<file path="config.mk">
export PLATFORM = sky130hd
export DESIGN_NAME = decimal_text_to_q7_8_top
export DESIGN_NICKNAME = d
export VERILOG_FILES = /design/src/design/dtq_pkg.sv /design/src/design/decimal_text_to_q7_8_top.sv
export SDC_FILE = /design/constraint.sdc
export NUM_CORES = 1
export LEC_CHECK = 0
export ABC_AREA = 1
export BUFFER_PORTS_ARGS = -buffer_cell sky130_fd_sc_hd__buf_2
export CORE_MARGIN = 4
export CORE_UTILIZATION = 30
export DETAILED_ROUTE_END_ITERATION = 12
export PLACE_DENSITY = 0.47
export SLEW_MARGIN = 20
export SYNTH_ARGS = -nofsm -noshare
export SYNTH_HDL_FRONTEND = slang
export SYNTH_SLANG_ARGS = --single-unit
export TNS_END_PERCENT = 30
</file>
<file path="constraint.sdc">
create_clock -name i_clk -period 2.8 [get_ports i_clk]
set_clock_uncertainty 0.15 [all_clocks]
set_input_delay 0.56 -clock i_clk [delete_from_list [all_inputs] [get_ports i_clk]]
set_output_delay 0.56 -clock i_clk [all_outputs]
set_load 0.1 [all_outputs]
</file>
<file path="src/design/dtq_pkg.sv">
// dtq_pkg: character codes, format constants and a constant power-of-ten function for the
// decimal text to fixed-point converter
// no dependencies
package dtq_pkg;

    localparam logic [7:0] CHR_MINUS = 8'h2D;
    localparam logic [7:0] CHR_DOT   = 8'h2E;
    localparam logic [7:0] CHR_COMMA = 8'h2C;
    localparam logic [7:0] CHR_ZERO  = 8'h30;
    localparam logic [7:0] CHR_NINE  = 8'h39;

    localparam int INT_MAX   = 127;
    localparam int INT_BITS  = 7;
    localparam int OUT_WIDTH = 16;

    // elaboration-time only, used to size the fraction datapath
    function automatic longint pow10(input int n);
        longint p;
        p = 1;
        for (int k = 0; k < n; k++) begin
            p = p * 10;
        end
        return p;
    endfunction

endpackage

</file>
<file path="src/design/decimal_text_to_q7_8_top.sv">
// decimal_text_to_q7_8_top: parses a decimal token one character per
// transaction and returns its signed fixed-point value
// depends on dtq_pkg
//
//  channel | direction | handshake                 | payload
//  --------+-----------+---------------------------+----------------------------
//  in      | input     | i_in_valid / o_in_stall   | i_character[7:0], i_last
//  out     | output    | o_out_valid / i_out_stall | o_fixed_value[15:0], o_status
//
//  characters are taken one per cycle while the parser accumulates; after
//  the last one the fraction is divided by 10^digits in a restoring divider,
//  one quotient bit per cycle
//  the input stalls while the divider runs and while the result waits to load
//  a finished result sits in the output register, so the next token is taken
//  while the previous result is still stalled
//  reset is synchronous, active low, and returns the parser to its start phase
module decimal_text_to_q7_8_top #(
    parameter int FRAC_BITS       = 8,
    parameter int MAX_FRAC_DIGITS = 4
) (
    input  logic        i_clk,
    input  logic        i_rst_n,
    input  logic        i_in_valid,
    output logic        o_in_stall,
    input  logic [7:0]  i_character,
    input  logic        i_last,
    output logic        o_out_valid,
    input  logic        i_out_stall,
    output logic signed [15:0] o_fixed_value,
    output logic        o_status
);
    import dtq_pkg::*;

    // fraction accumulator and divisor width: holds values up to 10^MAX_FRAC_DIGITS
    localparam int FW      = $clog2(pow10(MAX_FRAC_DIGITS));
    localparam int CW      = $clog2(MAX_FRAC_DIGITS + 1);
    localparam int QCW     = $clog2(FRAC_BITS + 1);
    localparam int MW      = INT_BITS + FRAC_BITS;
    localparam int EW      = (MW > OUT_WIDTH) ? MW : OUT_WIDTH;
    localparam int INT_NXW = INT_BITS + 4;

    // parser phases
    localparam logic [1:0] PH_START = 2'd0;
    localparam logic [1:0] PH_INT   = 2'd1;
    localparam logic [1:0] PH_FRAC  = 2'd2;
    localparam logic [1:0] PH_DONE  = 2'd3;

    // sequencer states
    localparam logic [1:0] S_ACC  = 2'd0;
    localparam logic [1:0] S_DIV  = 2'd1;
    localparam logic [1:0] S_LOAD = 2'd2;

    logic [1:0]          r_state, n_state;
    logic [1:0]          r_phase, n_phase;
    logic                r_neg, n_neg;
    logic [INT_BITS-1:0] r_int, n_int;
    logic                r_rerr, n_rerr;
    // fraction accumulator, reused as the divider remainder
    logic [FW-1:0]       r_frac, n_frac;
    // running power of ten, the divisor
    logic [FW-1:0]       r_scale, n_scale;
    logic [CW-1:0]       r_fcnt, n_fcnt;
    logic [QCW-1:0]      r_bit, n_bit;
    logic [FRAC_BITS-1:0] r_quot, n_quot;

    logic                r_out_valid;
    logic [15:0]         r_out_value;
    logic                r_out_status;

    logic                in_acc;
    logic                out_free;
    logic [3:0]          digit;
    logic                is_digit;
    logic                is_sep;
    logic [INT_NXW-1:0]  int_next;
    logic [FW+3:0]       frac_next;
    logic [FW+3:0]       scale_next;
    logic [FW:0]         rem_dbl;
    logic [FW:0]         rem_sub;
    logic                q_bit;
    logic [MW-1:0]       mag;
    logic [EW-1:0]       mag_ext;
    logic [EW-1:0]       signed_val;

    assign in_acc   = i_in_valid && !o_in_stall;
    assign out_free = !r_out_valid || !i_out_stall;

    assign digit    = i_character[3:0];
    assign is_digit = (i_character >= CHR_ZERO) && (i_character <= CHR_NINE);
    assign is_sep   = (i_character == CHR_DOT) || (i_character == CHR_COMMA);

    // x*10 + d as two shifted adds
    assign int_next   = {r_int, 3'b000} + {2'b00, r_int, 1'b0}
                      + INT_NXW'(digit);
    assign frac_next  = {1'b0, r_frac, 3'b000} + {3'b000, r_frac, 1'b0}
                      + (FW+4)'(digit);
    assign scale_next = {1'b0, r_scale, 3'b000} + {3'b000, r_scale, 1'b0};

    // one restoring division step
    assign rem_dbl = {r_frac, 1'b0};
    assign rem_sub = rem_dbl - {1'b0, r_scale};
    assign q_bit   = (rem_dbl >= {1'b0, r_scale});

    // integer part sits directly above the quotient bits
    assign mag        = {r_int, r_quot};
    assign mag_ext    = EW'(mag);
    assign signed_val = r_neg ? (EW'(0) - mag_ext) : mag_ext;

    always_comb begin
        n_state = r_state;
        n_phase = r_phase;
        n_neg   = r_neg;
        n_int   = r_int;
        n_rerr  = r_rerr;
        n_frac  = r_frac;
        n_scale = r_scale;
        n_fcnt  = r_fcnt;
        n_bit   = r_bit;
        n_quot  = r_quot;

        unique case (r_state)
            S_ACC: begin
                if (in_acc) begin
                    unique case (r_phase)
                        PH_START: begin
                            if (i_character == CHR_MINUS) begin
                                n_neg   = 1'b1;
                                n_phase = PH_INT;
                            end else if (is_digit) begin
                                if (int_next > INT_NXW'(INT_MAX)) begin
                                    n_rerr = 1'b1;
                                end else begin
                                    n_int = int_next[INT_BITS-1:0];
                                end
                                n_phase = PH_INT;
                            end else if (is_sep) begin
                                n_phase = PH_FRAC;
                            end else begin
                                n_phase = PH_DONE;
                            end
                        end
                        PH_INT: begin
                            if (is_digit) begin
                                if (int_next > INT_NXW'(INT_MAX)) begin
                                    n_rerr = 1'b1;
                                end else begin
                                    n_int = int_next[INT_BITS-1:0];
                                end
                            end else if (is_sep) begin
                                n_phase = PH_FRAC;
                            end else begin
                                n_phase = PH_DONE;
                            end
                        end
                        PH_FRAC: begin
                            if (is_digit) begin
                                // digits past the limit are dropped silently
                                if (r_fcnt < CW'(MAX_FRAC_DIGITS)) begin
                                    n_frac  = frac_next[FW-1:0];
                                    n_scale = scale_next[FW-1:0];
                                    n_fcnt  = r_fcnt + CW'(1);
                                end
                            end else begin
                                n_phase = PH_DONE;
                            end
                        end
                        default: begin
                        end
                    endcase
                    if (i_last) begin
                        n_state = S_DIV;
                        n_bit   = '0;
                    end
                end
            end
            S_DIV: begin
                if (q_bit) begin
                    n_frac = rem_sub[FW-1:0];
                end else begin
                    n_frac = rem_dbl[FW-1:0];
                end
                n_quot = FRAC_BITS'({r_quot, q_bit});
                n_bit  = r_bit + QCW'(1);
                if (r_bit == QCW'(FRAC_BITS - 1)) begin
                    n_state = S_LOAD;
                end
            end
            S_LOAD: begin
                if (out_free) begin
                    // result leaves for the output register, parser starts over
                    n_state = S_ACC;
                    n_phase = PH_START;
                    n_neg   = 1'b0;
                    n_int   = '0;
                    n_rerr  = 1'b0;
                    n_frac  = '0;
                    n_scale = FW'(1);
                    n_fcnt  = '0;
                end
            end
            default: begin
                n_state = S_ACC;
            end
        endcase
    end

    always_ff @(posedge i_clk) begin
        if (!i_rst_n) begin
            r_state <= S_ACC;
            r_phase <= PH_START;
            r_neg   <= 1'b0;
            r_int   <= '0;
            r_rerr  <= 1'b0;
            r_frac  <= '0;
            r_scale <= FW'(1);
            r_fcnt  <= '0;
            r_bit   <= '0;
        end else begin
            r_state <= n_state;
            r_phase <= n_phase;
            r_neg   <= n_neg;
            r_int   <= n_int;
            r_rerr  <= n_rerr;
            r_frac  <= n_frac;
            r_scale <= n_scale;
            r_fcnt  <= n_fcnt;
            r_bit   <= n_bit;
        end
    end

    // quotient shift register, no reset needed
    always_ff @(posedge i_clk) begin
        r_quot <= n_quot;
    end

    // output register
    always_ff @(posedge i_clk) begin
        if (!i_rst_n) begin
            r_out_valid <= 1'b0;
        end else if (r_state == S_LOAD && out_free) begin
            r_out_valid <= 1'b1;
        end else if (!i_out_stall) begin
            r_out_valid <= 1'b0;
        end
    end

    always_ff @(posedge i_clk) begin
        if (r_state == S_LOAD && out_free) begin
            r_out_value  <= r_rerr ? 16'd0 : signed_val[15:0];
            r_out_status <= r_rerr;
        end
    end

    assign o_in_stall    = (r_state != S_ACC);
    assign o_out_valid   = r_out_valid;
    assign o_fixed_value = r_out_value;
    assign o_status      = r_out_status;

    // divider remainder stays below the divisor
    a_rem_below_div: assert property (@(posedge i_clk) disable iff (!i_rst_n)
        (r_state == S_DIV) |-> (r_frac < r_scale))
        else $error("remainder not below divisor");

    // digit count never passes its limit
    a_fcnt_limit: assert property (@(posedge i_clk) disable iff (!i_rst_n)
        r_fcnt <= CW'(MAX_FRAC_DIGITS))
        else $error("fraction digit count over limit");

    // last character starts the divider
    a_last_starts_div: assert property (@(posedge i_clk) disable iff (!i_rst_n)
        (in_acc && i_last) |=> (r_state == S_DIV))
        else $error("divider not started after last character");

    // a new result only appears out of the load state
    a_out_from_load: assert property (@(posedge i_clk) disable iff (!i_rst_n)
        $rose(o_out_valid) |-> ($past(r_state) == S_LOAD))
        else $error("result without load");

    // out-of-range results carry zero
    a_range_zero: assert property (@(posedge i_clk) disable iff (!i_rst_n)
        (o_out_valid && o_status) |-> (o_fixed_value == 16'sd0))
        else $error("out-of-range result not zero");

endmodule
</file>
==> impl_metrics.toml, run 1 <==
[placement]
gp_congestion = 0.865
port_buffers = 31
dp_cells = 1199
dpl_worst_slack_ps = -204
hpwl_mm = 12.8

[critical_path]
worst_ep_arrival_time_ps = 2770
worstSetupPathType = "input port to register"
worst-path-buf-inv = 4
path_max_fanout = 4
r2r_start = "r_int[0]"
end_kind = "register"
critPathMaxStageDelay_ps = 520
required_ps = 2920
timing.critical_path.cells = "buf_2 > inv_1 > fa_1 > inv_1 > fa_1 > nand3_1 > nand3_1 > a21oi_1 > nand3_1 > nor2_2 > buf_4 > nand4_1 > a21oi_1"
crit_family = "adder cells"
cp_slowest_cell = "fa_1"
worst_setup_path_start_kind = "input port"
critPathLaunch = "i_character[3]"
crit_top_cell = "nand3_1"

[finish]
multi_input_area_sq_um = 3870
final.fill_count = 2146
nets = 1032
syn_to_final_growth_pct = 16.3
layout.cells.non_filler = 1215
layout-drive-gt1-share_pct = 11.5
diodes = 0
seqCellArea_sq_um = 1730

[floorplan]
die_w_microns = 151
row_count = 51
core_area_sq_um = 19700
fp.dieH_microns = 151
pin_count = 32
fp.dieArea_sq_um = 22700
start_util_pct = 30.9

[yosys]
synth-edff-count = 25
yosysWarnings = 0
yosys.area.top_type_share_pct = 16.1
synthTopCellsByArea = "dfxtp_1, ha_1, nand2_1"
yosys.area.top_type = "dfxtp_1"
syn_inst = 886
synth_area_per_cell_sq_um = 6.89
synth-main-ff-cell = "dfxtp_1"
async_flop_share_pct = 0
yosys.cell_count.top_type = "nand2_1"
synth.distinct_cells = 45
syn-cell-area_sq_um = 6100
seq_area_frac_synth_pct = 28.4
synth_nets = 973
synth_commonest_cells = "nand2_1, inv_1, a21oi_1, nor2_1, nand3_1"
synth_seq_cells = 74

[grt]
grt_pass1_vias = 5385
grtUsageTotal_pct = 14.2
grt-ovfl-total = 0
grt_antenna_before_repair = 0
grt_max_degree = 29
grt_pass1_wl_mm = 26.2

[clock_tree]
ctsHtreeMaxLevel = 3
cts_setup_buffers = 0
cts_tree = "built"
cts.path.max_buffers = 2
cts_num_sinks = 74
clk_pin_slew_ps = 70
cts_inserted_buffers = 9
insertion_delay_ps = 340
cts-root-buf = "clkbuf_16"

[timing]
period_minus_slack_ps = 2650
hold_violations = 0
worst_slew_margin_rel_pct = 58.3
final-setup-viol-count = 0
final_max_slew_viol_count = 0
timing.final.crit_share_pct = 94.6
fmax_mhz = 377
worst_slew_pin_slew_ps = 620
setup_ws_ps = 151

[run]
drv_cap = 0

[power]
ir_worst_vdd_v = 0.000456
power_density_nw_per_um2 = 1250
power_uw = 8900
leakagePower_uw = 0.00348

[hold_path]
holdCritPathClass = "register to register"
hold_start = "r_fcnt[2]"

[detailed_routing]
postRouteAntennaNets = 0
num_vias = 5711
vias_per_cell = 4.70
drt-wirelength-per-cell_microns = 12.9
finalWirelength_mm = 15.7
drcViolationCount = 0
dr.pass1.iters = 5
first_iter_violations = 181

[status]
status = "completed"
==> through the flow <==
step                      setup TNS, ps  area, sq um  hold slack (ps)  utilization, %
final                                 0         7100              307            36.0
after detailed placement          -1390         6760              304            34.3
after global routing             -0.345         7100              335            36.0
after CTS                             0         7070              311            35.9
after global placement            -1060         6760              298            34.3
after floorplan                       0         6100              282               -
==> cell families (layout without fill, tap and decap cells) <==
kind of cell	count (synthesis)	in the layout	share of synthesized area [%]
buf+inv	133	197	8.57
flops	74	74	28.4
compound gates	176	176	15.4
fa+ha+maj	74	74	15.9
xor+xnor	14	14	2.01
simple gates	415	415	29.7
==> final timing paths <==
check	depth (start not counted)	slack (ps)	endpoint
max	13	150	r_int[1]
min	2	310	r_fcnt[2]
max reg2reg	12	150	r_int[1]
min reg2reg	2	310	r_fcnt[2]
==> flip-flops by register name (all words and copies together) (netlist names) <==
name,flops
r_fcnt,3
o_out_valid,1
r_rerr,1
r_neg,1
o_status,1
r_int,7
r_scale,14
o_fixed_value,16
r_quot,8
r_bit,4
r_phase,2
r_state,2
r_frac,14
==> tightest hold or removal path: stages (launching register included) <==
cell     delay [ps]
dfxtp_1         300
inv_1            60
a21oi_1          50
==> cell type report <==
| cell class | count | area share [%] |
|---|---|---|
| tap | 265 | 4.67 |
| inverter | 118 | 6.28 |
| sequential | 74 | 24.4 |
| clock buffer | 9 | 3.17 |
| multi-input combinational | 679 | 54.5 |
| clock inverter | 7 | 1.20 |
| timing repair buffer | 63 | 5.75 |
==> cells in the final DEF, fill, tap and decap left out, drive strengths merged, types with 2 or more instances in the layout <==
cell,count
clkbuf,9
a22oi,2
a31oi,3
clkinv,4
nand3,75
xor2,6
dfxtp,49
xnor2,8
nand2,203
inv,120
o211ai,2
ha,68
or2,6
edfxtp,25
o21bai,6
nor2,99
fa,6
nand4,16
nor3,10
a211oi,2
buf,63
and3,2
o21ai,56
a21oi,101
==> metal layers <==
metal | vias to the layer above | GRT usage [%] | share of wire, %
met5 | - | 0 | 0
met4 | 0 | 3.45 | 1.1
met3 | 10 | 2.08 | 2.1
met2 | 52 | 23.3 | 46
met1 | 2562 | 19.7 | 51
li1 | 3087 | - | -
==> power breakdown <==
| part | internal, uW | switching (uW) |
|---|---|---|
| registers | 1520 | 290 |
| logic | 1870 | 4010 |
| clock network | 707 | 500 |
| total | 4100 | 4800 |
==> repair_timing <==
item | CTS | global route
resized for setup | 0 | 9
hold buffers | 0 | 0
endpoints found under the setup margin | 0 | 7
(Power assumes the default switching activity.)
==> run 2: changes to the inputs <==
--- a/config.mk
+++ b/config.mk
@@ -7,10 +7,12 @@
 export LEC_CHECK = 0
 export ABC_AREA = 1
 export BUFFER_PORTS_ARGS = -buffer_cell sky130_fd_sc_hd__buf_2
+export CELL_PAD_IN_SITES_DETAIL_PLACEMENT = 0
+export CELL_PAD_IN_SITES_GLOBAL_PLACEMENT = 1
 export CORE_MARGIN = 4
 export CORE_UTILIZATION = 30
 export DETAILED_ROUTE_END_ITERATION = 12
-export PLACE_DENSITY = 0.47
+export PLACE_DENSITY = 0.6
 export SLEW_MARGIN = 20
 export SYNTH_ARGS = -nofsm -noshare
 export SYNTH_HDL_FRONTEND = slang
==> run 2 against run 1 <==
Critical path depth is 3 higher. Sequential power barely moved. Clock power about the same. Cell area about the same. Largest cell class unchanged.
==> impl_metrics.toml, run 2 (same netlist as run 1, synthesis figures left out) <==
[status]
status = "completed"

[timing]
final-setup-viol-count = 0
hold_violations = 0
period_minus_slack_ps = 2560
fmax_mhz = 391
fin_tns_setup_ps = 0
final_max_slew_viol_count = 0
rsz0062_at_grt = "false"
worst_slew_margin_rel_pct = 58.5
setup_ws_ps = 245
worst_slew_pin_slew_ps = 617
timing.final.crit_share_pct = 91.3

[placement]
hpwl_mm = 13.2
dpl_worst_slack_ps = -192
dp_cells = 1201
port_buffers = 31
gp_congestion = 0.806

[finish]
syn_to_final_growth_pct = 16.4
diodes = 0
largest_register_ffs = 16
layout-drive-gt1-share_pct = 11.4
layout.cells.non_filler = 1217
final.fill_count = 2147
utilization_pct = 36.0
final_cell_mix = "nand2_1, inv_1, a21oi_1"
layout_commonest_cell = "nand2_1"
nets = 1034

[power]
power_density_nw_per_um2 = 1270
power_uw = 9020
ir_worst_vdd_v = 0.000702
leakagePower_uw = 0.00348

[hold_path]
holdPathStages = 2
holdCritPathClass = "register to register"
hold_start = "r_fcnt[2]"

[floorplan]
fp.dieH_microns = 151
core_area_sq_um = 19700
die_w_microns = 151
row_count = 51
pin_count = 32
fp.dieArea_sq_um = 22700
start_util_pct = 30.9

[clock_tree]
clk_pin_slew_ps = 70
cts_setup_buffers = 0
insertion_delay_ps = 340
cts_inserted_buffers = 9
ctsHtreeMaxLevel = 3
ctsHoldBuffers = 0
cts-root-buf = "clkbuf_16"
cts_tree = "built"
cts.path.max_buffers = 2
cts_num_sinks = 74

[grt]
grt_pass1_vias = 5549
grt_antenna_before_repair = 0
grtUsageTotal_pct = 14.7
grt-ovfl-total = 0
grt_max_degree = 29
grt_pass1_wl_mm = 26.8

[critical_path]
required_ps = 2930
critPathLaunch = "i_character[3]"
end_kind = "register"
worstSetupPathType = "input port to register"
worst_ep_arrival_time_ps = 2680
worst_setup_path_start_kind = "input port"
path_max_fanout = 4
r2r_start = "r_int[0]"
r2r_cells = 15

[detailed_routing]
drcViolationCount = 0
vias_per_cell = 4.71
dr.pass1.iters = 4
drt-wirelength-per-cell_microns = 13.4
finalWirelength_mm = 16.3
num_vias = 5736
first_iter_violations = 272
postRouteAntennaNets = 0

[run]
drv_cap = 0
-- run 2: path summary, 6_finish.rpt --
kind / slack, ps / to
worst min-delay path: 310 / r_fcnt[2]
worst min register to register: 310 / r_fcnt[2]
worst max-delay path: 240 / r_int[3]
worst max register to register: 240 / r_int[3]
-- run 2: repair_timing --
item	4_1_cts	5_1_grt
setup endpoints to repair	0	7
hold endpoints to repair	0	0
resized for setup	0	7
-- run 2: layer usage --
layer  vias to the layer above  share of wire, %  track usage [%]
met1                      2560                48             19.0
met5                         -                 0                0
li1                       3087                 -                -
met2                        69                48             25.4
met3                        20               2.4             2.20
met4                         0               1.5             4.31
-- run 2: area by class of cell --
cell class / instances / area [sq um] / share of cell area, %
Clock buffer: 9 / 225 / 3.17
Tap cell: 265 / 332 / 4.67
Multi-Input combinational cell: 679 / 3860 / 54.4
Sequential cell: 74 / 1730 / 24.4
Inverter: 118 / 445 / 6.27
Clock inverter: 7 / 83.8 / 1.18
Timing Repair Buffer: 65 / 423 / 5.95
-- run 2: stage by stage --
step,cell area (sq um),hold WS [ps]
after floorplan,6100,282
after global placement,6780,302
after detailed placement,6780,302
after CTS,7090,312
after global routing,7100,339
final,7100,313
-- run 2: power by group --
part	switching, uW	internal [uW]
sequential	262	1520
clock	507	708
combinational	4120	1900
total	4890	4130
-- run 2: worst max-delay path: stages --
cell	delay [ps]
buf_2	90
inv_1	50
fa_1	530
inv_1	70
buf_4	130
ha_1	300
nand3_1	90
nand3_1	80
nand2_1	80
nand2_1	50
nand2_1	70
nand3_1	80
nor2_2	150
buf_4	150
nand4_1	70
a21oi_1	150
==> run 3: changes to the inputs <==
--- a/config.mk
+++ b/config.mk
@@ -11,8 +11,9 @@
 export CELL_PAD_IN_SITES_GLOBAL_PLACEMENT = 1
 export CORE_MARGIN = 4
 export CORE_UTILIZATION = 30
+export CTS_CLUSTER_SIZE = 10
 export DETAILED_ROUTE_END_ITERATION = 12
-export PLACE_DENSITY = 0.6
+export PLACE_DENSITY = 0.58
 export SLEW_MARGIN = 20
 export SYNTH_ARGS = -nofsm -noshare
 export SYNTH_HDL_FRONTEND = slang
==> constraint.sdc (replaced) <==
create_clock -name i_clk -period 2.46 [get_ports i_clk]
set_clock_uncertainty 0.15 [all_clocks]
set_input_delay 0.492 -clock i_clk [delete_from_list [all_inputs] [get_ports i_clk]]
set_output_delay 0.492 -clock i_clk [all_outputs]
set_load 0.1 [all_outputs]
==> run 3 against run 2 <==
The flow now finishes with violations (negative setup slack). Sequential share of layout area shrank 1.5 points. Via count grew 1.9%. Total power grew 23%. Non-clock buffer count grew 48. Combinational power grew 28%. Register-to-register slack lost 290 ps. Wire length grew 4.7%. Sequential cell count is the same. First-iteration DRC count shrank 9.2%. Critical path type unchanged. Critical endpoint is now r_int[1]. Largest power group unchanged.
==> impl_metrics.toml, run 3 (same netlist as run 1, synthesis figures left out) <==
[power]
leakagePower_uw = 0.00374
combinationalPowerShare_pct = 69.3
p_switching_uw = 5830
p_int_uw = 5290
seqPwrFrac_pct = 18.0
ir_worst_vdd_v = 0.000682
p_sw_share_pct = 52.4
clock_power_share_pct = 12.8
power_density_nw_per_um2 = 1460

[finish]
layout-drive-gt1-share_pct = 18.2
syn_to_final_growth_pct = 24.6
design_area_sq_um = 7600
nets = 1082
layout_commonest_cell = "nand2_1"
largest_register_ffs = 16
diodes = 0
final_cell_mix = "nand2_1, inv_1, a21oi_1"
utilization_pct = 38.5

[detailed_routing]
dr.pass1.iters = 4
finalWirelength_mm = 17.0
drcViolationCount = 0
num_vias = 5845
postRouteAntennaNets = 0
first_iter_violations = 247
vias_per_cell = 4.62
drt-wirelength-per-cell_microns = 13.4

[clock_tree]
cts_num_sinks = 74
clk_pin_slew_ps = 70
ctsHoldBuffers = 0
cts-root-buf = "clkbuf_16"
insertion_delay_ps = 350
cts.path.max_buffers = 2
ctsHtreeMaxLevel = 3
cts_inserted_buffers = 9
cts_tree = "built"

[timing]
fin_tns_setup_ps = -158
final_max_slew_viol_count = 0
timing.final.crit_share_pct = 102
setup_ws_ps = -60.8
period_minus_slack_ps = 2520
rsz0062_at_grt = "true"
final-setup-viol-count = 7
fmax_mhz = 397
hold_violations = 0
worst_slew_margin_rel_pct = 58.5
worst_slew_pin_slew_ps = 616

[grt]
grt_max_degree = 28
grt_pass1_vias = 5571
grt_pass1_wl_mm = 28.2
grtUsageTotal_pct = 15.5
grt-ovfl-total = 0
grt_antenna_before_repair = 0

[floorplan]
fp.dieH_microns = 151
row_count = 51
die_w_microns = 151
pin_count = 32
fp.dieArea_sq_um = 22700
core_area_sq_um = 19700
start_util_pct = 30.9

[run]
drv_cap = 0

[critical_path]
path_max_fanout = 4
critPathLaunch = "i_character[3]"
worstSetupPathType = "input port to register"
end_kind = "register"
timing.rr.end = "r_int[1]"
crit_family = "adder cells"
timing.critical_path.cells = "buf_2 > inv_4 > fa_1 > inv_2 > fa_2 > nand3_2 > nand3_2 > a21oi_4 > nand3_2 > nor2_4 > buf_6 > nand4_1 > a21oi_1"
r2r_start = "r_int[0]"
worst_setup_path_start_kind = "input port"
crit_top_cell = "nand3_2"
cp_slowest_cell = "fa_1"
worst_ep_arrival_time_ps = 2640
required_ps = 2580
worst-path-buf-inv = 4
critPathMaxStageDelay_ps = 540
r2r_slack_ps = -50
r2r_cells = 12

[status]
violations = "negative setup slack"
status = "finished, violations left"

[hold_path]
holdCritPathClass = "input port to register"
holdPathStages = 3
hold_path_end = "o_out_valid"
hold_start = "i_out_stall"

[placement]
port_buffers = 31
hpwl_mm = 13.7
dpl_worst_slack_ps = -365
gp_congestion = 0.830
place_area_sq_um = 7160
-- run 3: cell types whose count changed in the layout (fill, tap and decap cells not counted), moves of 3 or more --
cell,before,now
buf_4,33,78
nand2_1,199,196
ha_2,0,3
dfxtp_2,1,4
ha_1,68,63
nand3_2,5,12
dfxtp_1,48,45
inv_1,112,109
nand3_1,69,62
-- run 3: per-stage QoR --
step	hold slack, ps	power [uW]	std cells
after detailed placement	301	9600	1247
after global placement	297	9640	1247
final	275	11100	1265
after global routing	304	12300	1265
after CTS	272	11100	1265
after floorplan	282	7290	886
-- run 3: final cells by class --
| class | count | area [sq um] |
|---|---|---|
| clock buffers | 9 | 225 |
| multi-input cells | 679 | 3970 |
| well taps | 265 | 332 |
| repair buffers | 113 | 803 |
| flip-flops and latches | 74 | 1740 |
| clock inverters | 7 | 85.1 |
| fillers | 2127 | 12100 |
| inverters | 118 | 448 |
-- run 3: routing by layer --
layer | track usage [%] | vias to the layer above | part of all wire [%]
li1 | - | 3182 | -
met1 | 20.6 | 2577 | 48
met2 | 26.5 | 74 | 48
met3 | 2.50 | 12 | 3.1
met4 | 3.72 | 0 | 1.0
met5 | 0 | - | 0
-- run 3: power by group through the flow --
stage          clock [uW]  combinational (uW)  sequential (uW)
2_1_floorplan           0                4580             2720
3_3_place_gp            0                7610             2030
3_5_place_dp            0                7570             2030
4_1_cts              1470                7640             2000
5_1_grt              1510                8720             2050
6_report             1420                7700             2000
-- run 3: tightest hold or removal path, cell delays in order --
cell	delay [ps]
buf_2	90
nand2_1	70
a21oi_1	60
-- run 3: worst max-delay path by stage --
stage	depth (start not counted)	endpoint	slack, ps
after floorplan	11	r_int[2]	-8
after global placement	14	r_int[4]	-350
after detailed placement	13	r_int[1]	-360
after CTS	15	r_int[6]	-30
after global routing	14	r_int[1]	-150
final	13	r_int[1]	-60
-- run 3: repair_timing --
item | 4_1_cts | 5_1_grt
pin swaps | 8 | 8
gates resized for setup | 7 | 23
buffers inserted | 2 | 0
gates cloned | 0 | 0
endpoints found under the setup margin | 8 | 23
